===== src/hdl/gcode_line_parser_top_macros.svh =====
// Assertion macros for the G-code line parser top level.
// Expects clk and arst_n in the scope where a macro is used.
`ifndef GCODE_LINE_PARSER_TOP_MACROS_SVH
`define GCODE_LINE_PARSER_TOP_MACROS_SVH

// Consequent must hold in the same cycle as the antecedent.
`define GCL_ASSERT_HOLDS(label, ante, cons, msg) \
	label: assert property (@(posedge clk) disable iff (!arst_n) (ante) |-> (cons)) \
		else $error(msg);

// Consequent must hold in the cycle after the antecedent.
`define GCL_ASSERT_NEXT(label, ante, cons, msg) \
	label: assert property (@(posedge clk) disable iff (!arst_n) (ante) |=> (cons)) \
		else $error(msg);

`endif


===== src/hdl/gcl_pkg.sv =====
// Shared types, byte codes and command codes for the G-code line parser.
// Used by gcl_parse, gcl_rec_fifo and gcode_line_parser_top; no dependencies.
package gcl_pkg;

	// Default configuration
	localparam int MAX_ARGS_DEF    = 16;
	localparam int FRAC_DIGITS_DEF = 3;

	// Record queue geometry
	localparam int REC_DEPTH = 4;
	localparam int PTR_W     = $clog2(REC_DEPTH);
	localparam int LVL_W     = $clog2(REC_DEPTH + 1);

	// Text bytes
	localparam logic [7:0] CH_NUL   = 8'h00;
	localparam logic [7:0] CH_NL    = 8'h0A;
	localparam logic [7:0] CH_SPACE = 8'h20;
	localparam logic [7:0] CH_MINUS = 8'h2D;
	localparam logic [7:0] CH_DOT   = 8'h2E;
	localparam logic [7:0] CH_ZERO  = 8'h30;
	localparam logic [7:0] CH_NINE  = 8'h39;
	localparam logic [7:0] CH_SEMI  = 8'h3B;
	localparam logic [7:0] CH_G     = 8'h47;
	localparam logic [7:0] CH_M     = 8'h4D;

	// Command letters
	localparam logic LETTER_G = 1'b0;
	localparam logic LETTER_M = 1'b1;

	// Opcode numbers
	localparam logic [9:0] OP_0   = 10'd0;
	localparam logic [9:0] OP_1   = 10'd1;
	localparam logic [9:0] OP_3   = 10'd3;
	localparam logic [9:0] OP_5   = 10'd5;
	localparam logic [9:0] OP_28  = 10'd28;
	localparam logic [9:0] OP_90  = 10'd90;
	localparam logic [9:0] OP_91  = 10'd91;
	localparam logic [9:0] OP_92  = 10'd92;
	localparam logic [9:0] OP_MAX = 10'd1023;

	// Command codes
	localparam logic [3:0] CMD_G0  = 4'd0;
	localparam logic [3:0] CMD_G1  = 4'd1;
	localparam logic [3:0] CMD_G28 = 4'd2;
	localparam logic [3:0] CMD_G90 = 4'd3;
	localparam logic [3:0] CMD_G91 = 4'd4;
	localparam logic [3:0] CMD_G92 = 4'd5;
	localparam logic [3:0] CMD_M3  = 4'd6;
	localparam logic [3:0] CMD_M5  = 4'd7;
	localparam logic [3:0] CMD_M92 = 4'd8;

	// Record kinds
	localparam logic KIND_PARAM = 1'b0;
	localparam logic KIND_END   = 1'b1;

	typedef struct packed {
		logic               kind;
		logic [3:0]         cmd;
		logic [7:0]         key;
		logic signed [31:0] value;
		logic [4:0]         count;
		logic               last;
	} gcl_rec_t;

	// Records produced by one byte, pushed into the queue together
	typedef struct packed {
		logic [1:0] cnt;
		gcl_rec_t   first;
		gcl_rec_t   second;
	} gcl_push_t;

	typedef struct packed {
		logic             room;
		logic [LVL_W-1:0] level;
	} gcl_fifo_stat_t;

	// Powers of ten for fixed-point scaling
	function automatic logic [31:0] pow10(input logic [3:0] n);
		logic [31:0] p;
		unique case (n)
			4'd0: p = 32'd1;
			4'd1: p = 32'd10;
			4'd2: p = 32'd100;
			4'd3: p = 32'd1000;
			4'd4: p = 32'd10000;
			4'd5: p = 32'd100000;
			4'd6: p = 32'd1000000;
			4'd7: p = 32'd10000000;
			4'd8: p = 32'd100000000;
			default: p = 32'd1000000000;
		endcase
		return p;
	endfunction

endpackage


===== src/hdl/gcl_parse.sv =====
// Byte input register, parse state and per-byte step logic of the G-code parser.
// Depends on gcl_pkg; feeds up to two records per byte to gcl_rec_fifo.
module gcl_parse #(
	parameter int MAX_ARGS    = gcl_pkg::MAX_ARGS_DEF,
	parameter int FRAC_DIGITS = gcl_pkg::FRAC_DIGITS_DEF
) (
	input  logic                clk,
	input  logic                arst_n,
	input  logic                char_valid,
	output logic                char_stall,
	input  logic [7:0]          char_byte,
	input  logic                room,
	output gcl_pkg::gcl_push_t  push
);
	import gcl_pkg::*;

	localparam logic [2:0] PH_LINE   = 3'd0;
	localparam logic [2:0] PH_OPCODE = 3'd1;
	localparam logic [2:0] PH_SKIP   = 3'd2;
	localparam logic [2:0] PH_WAIT   = 3'd3;
	localparam logic [2:0] PH_SIGN   = 3'd4;
	localparam logic [2:0] PH_NUM    = 3'd5;

	localparam logic [31:0] SCALE = pow10(4'(FRAC_DIGITS));
	localparam int PW = $clog2(SCALE + 1);
	localparam int FW = (SCALE > 1) ? $clog2(SCALE) : 1;
	localparam int MW = 33 + PW;
	localparam int DW = (FRAC_DIGITS > 0) ? $clog2(FRAC_DIGITS + 1) : 1;
	localparam int AW = $clog2(MAX_ARGS + 1);

	localparam logic [MW-1:0] NEG_CAP = MW'(64'h8000_0000);
	localparam logic [MW-1:0] POS_CAP = MW'(64'h7FFF_FFFF);
	localparam logic [35:0]   INT_CAP = 36'h0_8000_0000;

	// Input register
	logic [7:0] byte_s1;
	logic       valid_s1;
	logic       adv;

	// Parse state
	logic [2:0]    phase_q, phase_n;
	logic          letter_q, letter_n;
	logic [9:0]    opacc_q, opacc_n;
	logic [3:0]    cmd_q, cmd_n;
	logic [7:0]    key_q, key_n;
	logic          neg_q, neg_n;
	logic [31:0]   int_q, int_n;
	logic [FW-1:0] frac_q, frac_n;
	logic [DW-1:0] fd_q, fd_n;
	logic          point_q, point_n;
	logic [AW-1:0] args_q, args_n;

	// Step helpers
	logic          is_dig, is_term, is_end_byte;
	logic [3:0]    dig;
	logic [35:0]   int_mul;
	logic [31:0]   int_sat;
	logic [13:0]   op_mul;
	logic [9:0]    op_sat;
	logic [3:0]    fexp;
	logic [31:0]   frac_add;
	logic [AW-1:0] args_inc;
	logic [MW-1:0] mag;
	logic [31:0]   mag_c;
	logic [31:0]   value;
	logic          cmd_ok;
	logic [3:0]    cmd_look;
	logic          do_num, do_wait;
	logic          e0, e0_param, e1;
	logic [AW+4:0] args_ext;

	// Accept a byte when the register is empty or moves on this cycle
	assign adv        = valid_s1 && room;
	assign char_stall = valid_s1 && !room;

	always_ff @(posedge clk or negedge arst_n) begin
		if (!arst_n) begin
			valid_s1 <= 1'b0;
		end else if (char_valid && !char_stall) begin
			valid_s1 <= 1'b1;
		end else if (adv) begin
			valid_s1 <= 1'b0;
		end
	end

	always_ff @(posedge clk) begin
		if (char_valid && !char_stall) begin
			byte_s1 <= char_byte;
		end
	end

	// Byte classes and accumulators
	assign is_dig      = (byte_s1 >= CH_ZERO) && (byte_s1 <= CH_NINE);
	assign dig         = byte_s1[3:0];
	assign is_term     = (byte_s1 == CH_NL) || (byte_s1 == CH_NUL);
	assign is_end_byte = is_term || (byte_s1 == CH_SEMI);

	assign int_mul  = {4'b0, int_q} * 36'd10 + {32'b0, dig};
	assign int_sat  = (int_mul > INT_CAP) ? 32'h8000_0000 : int_mul[31:0];
	assign op_mul   = {4'b0, opacc_q} * 14'd10 + {10'b0, dig};
	assign op_sat   = (op_mul > {4'b0, OP_MAX}) ? OP_MAX : op_mul[9:0];
	assign fexp     = 4'(FRAC_DIGITS - 1 - int'(fd_q));
	assign frac_add = {28'b0, dig} * pow10(fexp);
	assign args_inc = args_q + AW'(1);

	// Scale to fixed point, then saturate and apply the sign
	assign mag = MW'(int_q) * MW'(SCALE) + MW'(frac_q);

	always_comb begin
		mag_c = 32'h0;
		if (neg_q) begin
			mag_c = (mag > NEG_CAP) ? 32'h8000_0000 : mag[31:0];
			value = ~mag_c + 32'd1;
		end else begin
			value = (mag > POS_CAP) ? 32'h7FFF_FFFF : mag[31:0];
		end
	end

	// Map letter and opcode to a command code
	always_comb begin
		cmd_ok   = 1'b1;
		cmd_look = CMD_G0;
		if (letter_q == LETTER_G) begin
			priority if (opacc_q == OP_0)  cmd_look = CMD_G0;
			else if (opacc_q == OP_1)  cmd_look = CMD_G1;
			else if (opacc_q == OP_28) cmd_look = CMD_G28;
			else if (opacc_q == OP_90) cmd_look = CMD_G90;
			else if (opacc_q == OP_91) cmd_look = CMD_G91;
			else if (opacc_q == OP_92) cmd_look = CMD_G92;
			else cmd_ok = 1'b0;
		end else begin
			priority if (opacc_q == OP_3)  cmd_look = CMD_M3;
			else if (opacc_q == OP_5)  cmd_look = CMD_M5;
			else if (opacc_q == OP_92) cmd_look = CMD_M92;
			else cmd_ok = 1'b0;
		end
	end

	// One parse step for the byte in the input register
	always_comb begin
		phase_n  = phase_q;
		letter_n = letter_q;
		opacc_n  = opacc_q;
		cmd_n    = cmd_q;
		key_n    = key_q;
		neg_n    = neg_q;
		int_n    = int_q;
		frac_n   = frac_q;
		fd_n     = fd_q;
		point_n  = point_q;
		args_n   = args_q;
		do_num   = 1'b0;
		do_wait  = 1'b0;
		e0       = 1'b0;
		e0_param = 1'b0;
		e1       = 1'b0;

		unique case (phase_q)
			PH_OPCODE: begin
				if (is_dig) begin
					opacc_n = op_sat;
				end else if (!cmd_ok) begin
					phase_n = is_term ? PH_LINE : PH_SKIP;
				end else begin
					cmd_n   = cmd_look;
					args_n  = '0;
					phase_n = PH_WAIT;
					do_wait = 1'b1;
				end
			end
			PH_SKIP: begin
				if (is_term) begin
					phase_n = PH_LINE;
				end
			end
			PH_WAIT: begin
				do_wait = 1'b1;
			end
			PH_SIGN: begin
				phase_n = PH_NUM;
				if (byte_s1 == CH_MINUS) begin
					neg_n = 1'b1;
				end else begin
					do_num = 1'b1;
				end
			end
			PH_NUM: begin
				do_num = 1'b1;
			end
			default: begin
				phase_n = PH_LINE;
				if (byte_s1 == CH_G || byte_s1 == CH_M) begin
					letter_n = (byte_s1 == CH_M) ? LETTER_M : LETTER_G;
					opacc_n  = '0;
					phase_n  = PH_OPCODE;
				end else if (byte_s1 != CH_SPACE && !is_term) begin
					phase_n = PH_SKIP;
				end
			end
		endcase

		// Number digits, decimal point, or close the parameter
		if (do_num) begin
			priority if (is_dig) begin
				if (!point_q) begin
					int_n = int_sat;
				end else if (fd_q < DW'(FRAC_DIGITS)) begin
					frac_n = frac_q + FW'(frac_add);
					fd_n   = fd_q + DW'(1);
				end
			end else if (byte_s1 == CH_DOT) begin
				if (point_q) begin
					e0      = 1'b1;
					phase_n = PH_SKIP;
				end else begin
					point_n = 1'b1;
				end
			end else begin
				args_n   = args_inc;
				e0       = 1'b1;
				e0_param = 1'b1;
				if (args_inc >= AW'(MAX_ARGS)) begin
					e1      = 1'b1;
					phase_n = is_term ? PH_LINE : PH_SKIP;
				end else begin
					phase_n = PH_WAIT;
					do_wait = 1'b1;
				end
			end
		end

		// Between parameters: end the command or start a new key
		if (do_wait) begin
			priority if (byte_s1 == CH_SPACE) begin
				phase_n = PH_WAIT;
			end else if (is_end_byte) begin
				if (e0) begin
					e1 = 1'b1;
				end else begin
					e0 = 1'b1;
				end
				phase_n = (byte_s1 == CH_SEMI) ? PH_SKIP : PH_LINE;
			end else begin
				key_n   = byte_s1;
				neg_n   = 1'b0;
				int_n   = '0;
				frac_n  = '0;
				fd_n    = '0;
				point_n = 1'b0;
				phase_n = PH_SIGN;
			end
		end
	end

	// Build the records for the queue
	assign args_ext = {5'b0, args_n};

	always_comb begin
		push.cnt          = adv ? ({1'b0, e0} + {1'b0, e1}) : 2'd0;
		push.first.kind   = e0_param ? KIND_PARAM : KIND_END;
		push.first.cmd    = cmd_n;
		push.first.key    = e0_param ? key_q : 8'h00;
		push.first.value  = e0_param ? value : 32'sd0;
		push.first.count  = args_ext[4:0];
		push.first.last   = !e1;
		push.second.kind  = KIND_END;
		push.second.cmd   = cmd_n;
		push.second.key   = 8'h00;
		push.second.value = 32'sd0;
		push.second.count = args_ext[4:0];
		push.second.last  = 1'b1;
	end

	// Advance parse state
	always_ff @(posedge clk or negedge arst_n) begin
		if (!arst_n) begin
			phase_q  <= PH_LINE;
			letter_q <= LETTER_G;
			opacc_q  <= '0;
			cmd_q    <= CMD_G0;
			key_q    <= '0;
			neg_q    <= 1'b0;
			int_q    <= '0;
			frac_q   <= '0;
			fd_q     <= '0;
			point_q  <= 1'b0;
			args_q   <= '0;
		end else if (adv) begin
			phase_q  <= phase_n;
			letter_q <= letter_n;
			opacc_q  <= opacc_n;
			cmd_q    <= cmd_n;
			key_q    <= key_n;
			neg_q    <= neg_n;
			int_q    <= int_n;
			frac_q   <= frac_n;
			fd_q     <= fd_n;
			point_q  <= point_n;
			args_q   <= args_n;
		end
	end

endmodule


===== src/hdl/gcl_rec_fifo.sv =====
// Four-entry record queue that takes up to two records per cycle, gives one unless stalled.
// Depends on gcl_pkg for the record types and queue geometry.
module gcl_rec_fifo (
	input  logic                    clk,
	input  logic                    arst_n,
	input  gcl_pkg::gcl_push_t      push,
	output logic                    rec_valid,
	input  logic                    rec_stall,
	output gcl_pkg::gcl_rec_t       rec,
	output gcl_pkg::gcl_fifo_stat_t stat
);
	import gcl_pkg::*;

	gcl_rec_t         ent_q [REC_DEPTH];
	logic [PTR_W-1:0] wr_q, rd_q, wr_nx1;
	logic [LVL_W-1:0] lvl_q;
	logic             pop;

	assign wr_nx1    = wr_q + PTR_W'(1);
	assign rec_valid = (lvl_q != '0);
	assign rec       = ent_q[rd_q];
	assign pop       = rec_valid && !rec_stall;
	assign stat.room  = (lvl_q <= LVL_W'(REC_DEPTH - 2));
	assign stat.level = lvl_q;

	// Write the first record at the tail, the second just after it
	always_ff @(posedge clk) begin
		for (int i = 0; i < REC_DEPTH; i++) begin
			if (push.cnt != 2'd0 && PTR_W'(i) == wr_q) begin
				ent_q[i] <= push.first;
			end else if (push.cnt == 2'd2 && PTR_W'(i) == wr_nx1) begin
				ent_q[i] <= push.second;
			end
		end
	end

	// Advance pointers and level
	always_ff @(posedge clk or negedge arst_n) begin
		if (!arst_n) begin
			wr_q  <= '0;
			rd_q  <= '0;
			lvl_q <= '0;
		end else begin
			wr_q  <= wr_q + PTR_W'(push.cnt);
			rd_q  <= rd_q + PTR_W'(pop);
			lvl_q <= lvl_q + LVL_W'(push.cnt) - LVL_W'(pop);
		end
	end

endmodule


===== src/hdl/gcode_line_parser_top.sv =====
// Top level of the G-code line parser: parse stage plus record queue.
// Depends on gcl_pkg, gcl_parse, gcl_rec_fifo and the assertion macro header.
//
//  channel | direction | handshake              | payload
//  char    | in        | char_valid, char_stall | char_byte
//  rec     | out       | rec_valid, rec_stall   | record_kind, command_code, param_key,
//          |           |                        | param_value, arg_count, last
//
// One text byte is taken per cycle while char_stall is low; an accepted byte waits in
// the byte register until the queue has room, then its records are written to the queue.
// The parse step is combinational between the byte register and a four-entry record
// queue; a byte giving two records is offered as two records, one after the other.
// char_stall rises while a byte waits and the queue has fewer than two free entries.
// arst_n clears the parse state to line start and empties the queue.
module gcode_line_parser_top #(
	parameter int MAX_ARGS    = gcl_pkg::MAX_ARGS_DEF,
	parameter int FRAC_DIGITS = gcl_pkg::FRAC_DIGITS_DEF
) (
	input  logic               clk,
	input  logic               arst_n,
	input  logic               char_valid,
	output logic               char_stall,
	input  logic [7:0]         char_byte,
	output logic               rec_valid,
	input  logic               rec_stall,
	output logic               record_kind,
	output logic [3:0]         command_code,
	output logic [7:0]         param_key,
	output logic signed [31:0] param_value,
	output logic [4:0]         arg_count,
	output logic               last
);
	import gcl_pkg::*;

	gcl_push_t      push;
	gcl_rec_t       rec;
	gcl_fifo_stat_t fifo_stat;

	// Parse one byte per cycle while not stalled
	gcl_parse #(
		.MAX_ARGS    (MAX_ARGS),
		.FRAC_DIGITS (FRAC_DIGITS)
	) u_parse (
		.clk        (clk),
		.arst_n     (arst_n),
		.char_valid (char_valid),
		.char_stall (char_stall),
		.char_byte  (char_byte),
		.room       (fifo_stat.room),
		.push       (push)
	);

	// Hold records until taken
	gcl_rec_fifo u_fifo (
		.clk       (clk),
		.arst_n    (arst_n),
		.push      (push),
		.rec_valid (rec_valid),
		.rec_stall (rec_stall),
		.rec       (rec),
		.stat      (fifo_stat)
	);

	assign record_kind  = rec.kind;
	assign command_code = rec.cmd;
	assign param_key    = rec.key;
	assign param_value  = rec.value;
	assign arg_count    = rec.count;
	assign last         = rec.last;

	`include "gcode_line_parser_top_macros.svh"

	`GCL_ASSERT_HOLDS(a_level_bound, 1'b1, fifo_stat.level <= LVL_W'(REC_DEPTH), "queue level above depth")
	`GCL_ASSERT_HOLDS(a_push_room, push.cnt != 2'd0, fifo_stat.room, "records pushed without room")
	`GCL_ASSERT_HOLDS(a_stall_cause, char_stall, !fifo_stat.room, "input stalled while queue has room")
	`GCL_ASSERT_NEXT(a_push_shows, push.cnt != 2'd0, rec_valid, "pushed record not offered")

endmodule

===== config.mk =====
export PLATFORM = sky130hd
export DESIGN_NAME = gcode_line_parser_top
export DESIGN_NICKNAME = d
export VERILOG_FILES = /design/src/hdl/gcl_pkg.sv /design/src/hdl/gcl_parse.sv /design/src/hdl/gcl_rec_fifo.sv /design/src/hdl/gcode_line_parser_top.sv
export VERILOG_INCLUDE_DIRS = /design/src /design/src/hdl
export SDC_FILE = /design/constraint.sdc
export NUM_CORES = 1
export LEC_CHECK = 0
export BUFFER_PORTS_ARGS = -buffer_cell sky130_fd_sc_hd__buf_4
export CORE_MARGIN = 4
export CORE_UTILIZATION = 50
export DETAILED_ROUTE_END_ITERATION = 12
export MAX_ROUTING_LAYER = met4
export PLACE_DENSITY = 0.69
export SKIP_CTS_REPAIR_TIMING = 1
export SYNTH_ARGS = -nofsm -noshare
export SYNTH_HDL_FRONTEND = slang
export SYNTH_SLANG_ARGS = --single-unit

===== constraint.sdc =====
create_clock -name clk -period 21.9 [get_ports clk]
set_input_delay 3.285 -clock clk [delete_from_list [all_inputs] [get_ports clk]]
set_output_delay 3.285 -clock clk [all_outputs]
set_load 0.1 [all_outputs]

==> results.sh, run 1 <==
export IMPL_run_status="complete, no violations"
export IMPL_yosys_most_used_dff="sky130_fd_sc_hd__edfxtp_1"
export IMPL_drv_slew=0
export IMPL_share_of_total_power_in_combinational_logic=0.443
export IMPL_detail_route_wirelength_um=60400
export IMPL_netlist_cell_type_count=107
export IMPL_setup_tns_ns=0
export IMPL_die_width_um=233
export IMPL_hold_ws_ns=0.446
export IMPL_cpPeakStageDelay_ns=0.59
export IMPL_fill_cells=4330
export IMPL_tritoncts_num_buffers=30
export IMPL_vias_in_the_first_global_route=19480
export IMPL_p_switching_w=0.000907
export IMPL_synth_seq_area_share=0.318
export IMPL_grt_pass1_wl_um=99700
export IMPL_timing_max_slew_rel_slack=0.165
export IMPL_worstReg2RegEnd="u_fifo.ent_q[1][34]"
export IMPL_synth_enable_flop_cells=170
export IMPL_postSynthRegisterBits=297
export IMPL_rows=82
export IMPL_unrepaired_setup_endpoints_after_global_routing="false"
export IMPL_clkTransAtPathRegs_ns=0.06
export IMPL_synthesis_area_per_instance_um2=9.84
export IMPL_max_vdd_ir_drop_uv=97.6
export IMPL_clock_path_buffers=3
export IMPL_antenna_found_initial=1
export IMPL_final_common_cell="sky130_fd_sc_hd__inv_1"
export IMPL_floorplan_core_area_um2=50200
export IMPL_diode_insertion_count_for_antenna_repair=0
export IMPL_worst_clock_skew_ns=0.0121
export IMPL_timing_hold_worst_path_depth=2
export IMPL_cp_max_fanout=18
export IMPL_drtIter0Drc=1276
export IMPL_max_slew_worst_pin_slew_ns=1.24
export IMPL_clock_sinks=297
export IMPL_cellPowerDensity_nw_per_um2=74.2
export IMPL_flow_area_growth_from_synthesis_pct=7.83
export IMPL_drtAntennaViolNets=0
export IMPL_clock_tree_from_tritoncts="yes"
export IMPL_synthCells=2578
export IMPL_ioPinCount=65
export IMPL_end_kind="flop"
export IMPL_slowest_stage="sky130_fd_sc_hd__fa_1"
export IMPL_finalHoldViolations=0
export IMPL_die_y_um=233
export IMPL_final_period_utilization=0.438
export IMPL_setup_violations_final=0
export IMPL_remaining_design_rule_violation_count=0
export IMPL_power_internal_w=0.00112
export IMPL_htree_levels=1
export IMPL_timing_critical_path_max_delay_family="adder cells"
export IMPL_crit_path_start_kind="flop"
export IMPL_r2r_worst_path_cells=30
export IMPL_maxcap_viol_count=0
export IMPL_commonest_cells_after_routing_fill_and_taps_aside="252 x sky130_fd_sc_hd__inv_1, 213 x sky130_fd_sc_hd__nand2_1, 212 x sky130_fd_sc_hd__nor2_1"
export IMPL_min_delay_start="u_fifo.ent_q[2][11]"
export IMPL_vias=19329
export IMPL_criticalPathCategory="flop to flop"
export IMPL_dpl_cell_area_um2=26400
export IMPL_hold_path_end="u_fifo.ent_q[2][11]"
export IMPL_fmax_mhz=104
export IMPL_critical_path_top_cell_by_count="sky130_fd_sc_hd__fa_1"
export IMPL_netlist_area_um2=25400
export IMPL_r2r_start="u_parse.int_q[3]"
export IMPL_port_buffer_count=64
export IMPL_post_route_minimum_period_ns=9.59
export IMPL_critPathArrivalTime_ns=10.03
export IMPL_die_area_um2=54400
export IMPL_cts_root_buffer="sky130_fd_sc_hd__clkbuf_16"
export IMPL_grt_start_max_net_pins=70
export IMPL_place_detailed_hpwl_um=45400
export IMPL_timing_critical_path_buf_inv=4
export IMPL_initial_utilization=0.506
export IMPL_timing_hold_worst_class="flop to flop"
export IMPL_ys_warn_count=0
export IMPL_insertion_delay_ns=0.59
export IMPL_p_sw_frac=0.447
export IMPL_grt_overflow_total=0
export IMPL_clock_power_share=0.239
export IMPL_vias_per_cell=5.89
export IMPL_layout_cell_area_non_filler_um2=27400
export IMPL_fin_nets=2935
export IMPL_grt_use_total=0.227
export IMPL_firstDrtPassIters=6
export IMPL_seq_power_share=0.318
export IMPL_gpl_final_weighted_congestion=0.893
export IMPL_async_flop_share=0.286
export IMPL_rrSetupSlack_ns=12.31
export IMPL_drive_gt1_frac=0.0954
export IMPL_power_leakage_nw=11.7
export IMPL_worst_ep_required_time_ns=22.34
export IMPL_detail_route_wl_per_cell_um=18.4
[worst max path at each step]
stage                                      to  depth (start not counted)              from
after global placement    u_fifo.ent_q[1][36]                         29  u_parse.int_q[3]
final                     u_fifo.ent_q[1][34]                         30  u_parse.int_q[3]
after detailed placement  u_fifo.ent_q[3][34]                         30  u_parse.int_q[3]
after CTS                 u_fifo.ent_q[3][34]                         30  u_parse.int_q[3]
after global routing      u_fifo.ent_q[3][34]                         30  u_parse.int_q[3]
after floorplan           u_fifo.ent_q[1][36]                         30  u_parse.int_q[5]
[metrics by stage]
stage / total power [W] / cells / util / setup WS, ns
floorplan: 0.00138 / 2579 / - / 13.75
global placement: 0.00155 / 3226 / 0.527 / 12.66
detailed placement: 0.00156 / 3226 / 0.527 / 12.40
CTS: 0.00204 / 3282 / 0.545 / 12.38
global route: 0.00211 / 3282 / 0.545 / 11.52
finish: 0.00203 / 3282 / 0.545 / 12.31
[power by group through the flow]
stage | Combinational (W) | Sequential (W) | Clock (W)
6_report | 0.000898 | 0.000646 | 0.000485
5_1_grt | 0.000949 | 0.000649 | 0.000515
4_1_cts | 0.000905 | 0.000646 | 0.000492
3_5_place_dp | 0.000903 | 0.000657 | 0
3_3_place_gp | 0.000897 | 0.000655 | 0
2_1_floorplan | 0.000740 | 0.000638 | 0
[synthesized netlist by cell type, types with 29 or more instances]
cell | instances | share of area
sky130_fd_sc_hd__fa_1 | 140 | 0.11
sky130_fd_sc_hd__a21o_1 | 36 | 0.011
sky130_fd_sc_hd__ha_1 | 197 | 0.097
sky130_fd_sc_hd__clkbuf_1 | 81 | 0.012
sky130_fd_sc_hd__nand2_1 | 213 | 0.032
sky130_fd_sc_hd__edfxtp_1 | 170 | 0.20
sky130_fd_sc_hd__dfrtp_1 | 85 | 0.084
sky130_fd_sc_hd__a32o_1 | 29 | 0.011
sky130_fd_sc_hd__and2_1 | 31 | 0.0076
sky130_fd_sc_hd__nor2_1 | 213 | 0.032
sky130_fd_sc_hd__xnor2_1 | 85 | 0.029
sky130_fd_sc_hd__a21oi_1 | 130 | 0.026
sky130_fd_sc_hd__o21ai_0 | 111 | 0.022
sky130_fd_sc_hd__o21ai_1 | 38 | 0.0075
sky130_fd_sc_hd__and3_1 | 50 | 0.012
sky130_fd_sc_hd__mux4_2 | 51 | 0.045
sky130_fd_sc_hd__nand3_1 | 48 | 0.0095
sky130_fd_sc_hd__nor3_1 | 49 | 0.0097
sky130_fd_sc_hd__nand4_1 | 33 | 0.0081
sky130_fd_sc_hd__inv_1 | 252 | 0.037
sky130_fd_sc_hd__dfxtp_1 | 42 | 0.033
sky130_fd_sc_hd__xor2_1 | 60 | 0.021
[final cells by class]
type / count / area [µm²] / area share
Multi-Input combinational cell: 1921 / 15900 / 0.583
Sequential cell: 297 / 8080 / 0.295
Inverter: 252 / 946 / 0.0346
Tap cell: 672 / 841 / 0.0307
Clock buffer: 44 / 833 / 0.0305
Timing Repair Buffer: 84 / 631 / 0.0231
Clock inverter: 12 / 90.1 / 0.00329
[cell families (layout without fill, tap and decap cells)]
group,count (synthesis),after routing,share of synthesized area
other,2,3,0.000296
buffers and inverters,361,392,0.0547
AO/OA/AOI/OAI,570,570,0.154
XOR/XNOR,149,149,0.0526
multiplexers,72,72,0.0541
adder cells (fa/ha/maj),337,337,0.208
AND/OR/NAND/NOR,790,790,0.159
flip-flops,297,297,0.318
[state kept, by name, summed over array words and instances, names as in the netlist]
| signal | count |
|---|---|
| u_parse.phase_q | 3 |
| u_fifo.lvl_q | 3 |
| u_fifo.rd_q | 2 |
| u_parse.point_q | 1 |
| u_parse.neg_q | 1 |
| u_parse.int_q | 32 |
| u_parse.cmd_q | 4 |
| u_parse.valid_s1 | 1 |
| u_fifo.wr_q | 2 |
| u_parse.args_q | 5 |
| u_parse.frac_q | 10 |
| u_parse.opacc_q | 10 |
| u_parse.byte_s1 | 8 |
| u_parse.fd_q | 2 |
| u_parse.letter_q | 1 |
| u_fifo.ent_q | 204 |
| u_parse.key_q | 8 |
[metal layers]
layer | track usage | share of wire | wire length, µm | up-vias
met4 | 0.0459 | 0.017 | 1020 | 0
met2 | 0.370 | 0.48 | 28900 | 464
met1 | 0.312 | 0.46 | 27600 | 9501
met3 | 0.0240 | 0.048 | 2880 | 77
li1 | - | - | - | 9287
met5 | - | 0 | 0 | -
[worst min-delay path, stage by stage, from the launching register on]
cell and delay (ns):
sky130_fd_sc_hd__dfxtp_1 0.31, sky130_fd_sc_hd__nand2_1 0.05, sky130_fd_sc_hd__o21ai_1 0.05
(Power assumes the default switching activity.)
==> inputs of run 2 (changes only) <==
--- a/config.mk
+++ b/config.mk
@@ -11,7 +11,7 @@
 export CORE_UTILIZATION = 50
 export DETAILED_ROUTE_END_ITERATION = 12
 export MAX_ROUTING_LAYER = met4
-export PLACE_DENSITY = 0.69
+export PLACE_DENSITY = 0.72
 export SKIP_CTS_REPAIR_TIMING = 1
 export SYNTH_ARGS = -nofsm -noshare
 export SYNTH_HDL_FRONTEND = slang
==> constraint.sdc (replaced) <==
create_clock -name clk -period 8.6 [get_ports clk]
set_input_delay 1.29 -clock clk [delete_from_list [all_inputs] [get_ports clk]]
set_output_delay 1.29 -clock clk [all_outputs]
set_load 0.1 [all_outputs]
==> results.sh, run 2 (synthesis results as in run 1) <==
export IMPL_largest_reg_flops=204
export IMPL_post_place_ws_ns=0.168
export IMPL_grt_start_max_net_pins=70
export IMPL_final_common_cell="sky130_fd_sc_hd__inv_1"
export IMPL_timing_max_slew_rel_slack=0.220
export IMPL_initial_utilization=0.506
export IMPL_firstDrtPassIters=7
export IMPL_stdcell_count=3353
export IMPL_post_route_minimum_period_ns=8.13
export IMPL_layout_top_registers="u_fifo.ent_q x204, u_parse.int_q x32"
export IMPL_criticalPathCategory="flop to flop"
export IMPL_grt_use_total=0.226
export IMPL_clock_sinks=297
export IMPL_cp_max_fanout=9
export IMPL_critPathArrivalTime_ns=8.56
export IMPL_rows=82
export IMPL_vias_in_the_first_global_route=19450
export IMPL_floorplan_core_area_um2=50200
export IMPL_die_y_um=233
export IMPL_max_vdd_ir_drop_uv=206
export IMPL_fin_nets=3006
export IMPL_die_area_um2=54400
export IMPL_clock_tree_from_tritoncts="yes"
export IMPL_drtAntennaViolNets=0
export IMPL_largest_register="u_fifo.ent_q"
export IMPL_critical_path_top_cell_by_count="sky130_fd_sc_hd__fa_1"
export IMPL_die_width_um=233
export IMPL_worst_clock_skew_ns=0.0136
export IMPL_setup_ws_ns=0.475
export IMPL_setup_violations_final=0
export IMPL_maxcap_viol_count=0
export IMPL_timing_hold_worst_class="flop to flop"
export IMPL_crit_path_start_kind="flop"
export IMPL_grt_pass1_wl_um=99500
export IMPL_flow_area_growth_from_synthesis_pct=11.3
export IMPL_drv_slew=0
export IMPL_htree_levels=1
export IMPL_slowest_stage="sky130_fd_sc_hd__nor4_4"
export IMPL_finalHoldViolations=0
export IMPL_commonest_cells_after_routing_fill_and_taps_aside="246 x sky130_fd_sc_hd__inv_1, 212 x sky130_fd_sc_hd__nand2_1, 211 x sky130_fd_sc_hd__nor2_1"
export IMPL_unrepaired_setup_endpoints_after_global_routing="false"
export IMPL_detail_route_wl_per_cell_um=17.9
export IMPL_cpPeakStageDelay_ns=0.56
export IMPL_insertion_delay_ns=0.59
export IMPL_end_kind="flop"
export IMPL_drtIter0Drc=1226
export IMPL_gpl_final_weighted_congestion=0.930
export IMPL_max_slew_worst_pin_slew_ns=1.17
export IMPL_vias_per_cell=5.88
export IMPL_place_detailed_hpwl_um=45400
export IMPL_power_leakage_nw=12.2
export IMPL_antenna_found_initial=0
export IMPL_vias=19699
export IMPL_clock_path_buffers=3
export IMPL_diode_insertion_count_for_antenna_repair=0
export IMPL_cts_root_buffer="sky130_fd_sc_hd__clkbuf_16"
export IMPL_drive_gt1_frac=0.138
export IMPL_cellPowerDensity_nw_per_um2=191
export IMPL_post_place_cells=3281
export IMPL_final_period_utilization=0.945
export IMPL_port_buffer_count=64
export IMPL_ioPinCount=65
export IMPL_run_status="complete, no violations"
export IMPL_setup_tns_ns=0
export IMPL_grt_overflow_total=0
export IMPL_worst_ep_required_time_ns=9.04
export IMPL_clkTransAtPathRegs_ns=0.06
export IMPL_fmax_mhz=123
export IMPL_remaining_design_rule_violation_count=0
export IMPL_power_w=0.00539
export IMPL_tritoncts_num_buffers=30
export IMPL_detail_route_wirelength_um=60100
-- run 2: changes by cell type in the layout (fill, tap and decap cells not counted), sizes merged --
cell      delta
buf         +71
inv          +2
bufinv       +7
clkinvlp     +3
clkbuf      -12
-- run 2: cell type report --
cell class,instances,area (µm²)
multi-input cells,1921,16100
repair buffers,155,1160
fillers,4282,21900
inverters,252,946
clock buffers,32,758
well taps,672,841
clock inverters,24,354
flip-flops and latches,297,8080
-- run 2: where the power goes --
group,internal [W],switching [W],total (W)
clock network,0.000861,0.000592,0.00145
logic,0.000626,0.00167,0.00230
registers,0.00156,0.0000796,0.00164
total,0.00305,0.00234,0.00539
-- run 2: final timing paths --
check	from	to	slack (ns)	depth (start not counted)
worst max register to register	u_parse.int_q[5]	u_fifo.ent_q[1][32]	0.47	30
max in group asynchronous	arst_n	u_parse.int_q[25]	6.80	2
worst max-delay path	u_parse.int_q[5]	u_fifo.ent_q[1][32]	0.47	30
worst min register to register	u_fifo.ent_q[2][35]	u_fifo.ent_q[2][35]	0.45	2
worst min-delay path	u_fifo.ent_q[2][35]	u_fifo.ent_q[2][35]	0.45	2
min in group asynchronous	arst_n	u_parse.args_q[3]	0.57	1
-- run 2: routing by layer --
layer  GRT usage  wire [µm]
met1       0.308      26900
met2       0.372      28900
met3      0.0201       2910
met4      0.0491       1390
met5           -          0
-- run 2: metrics by stage --
step	cell area (µm²)	util	hold WS, ns
6_report	28200	0.563	0.447
5_1_grt	28200	0.563	0.465
4_1_cts	28000	0.557	0.450
3_5_place_dp	26800	0.535	0.439
3_3_place_gp	26800	0.535	0.428
2_1_floorplan	25400	-	0.418
-- run 2: critical path: cells and delay by family (launching register included) --
kind | cells | cell delay [ns]
xor gates and xnor gates | 1 | 0.23
DFF | 1 | 0.46
AOI/OAI and AO/OA | 9 | 1.59
and+or+nand+nor | 11 | 2.74
buffers and inverters | 3 | 0.40
adders and majority gates | 6 | 2.52
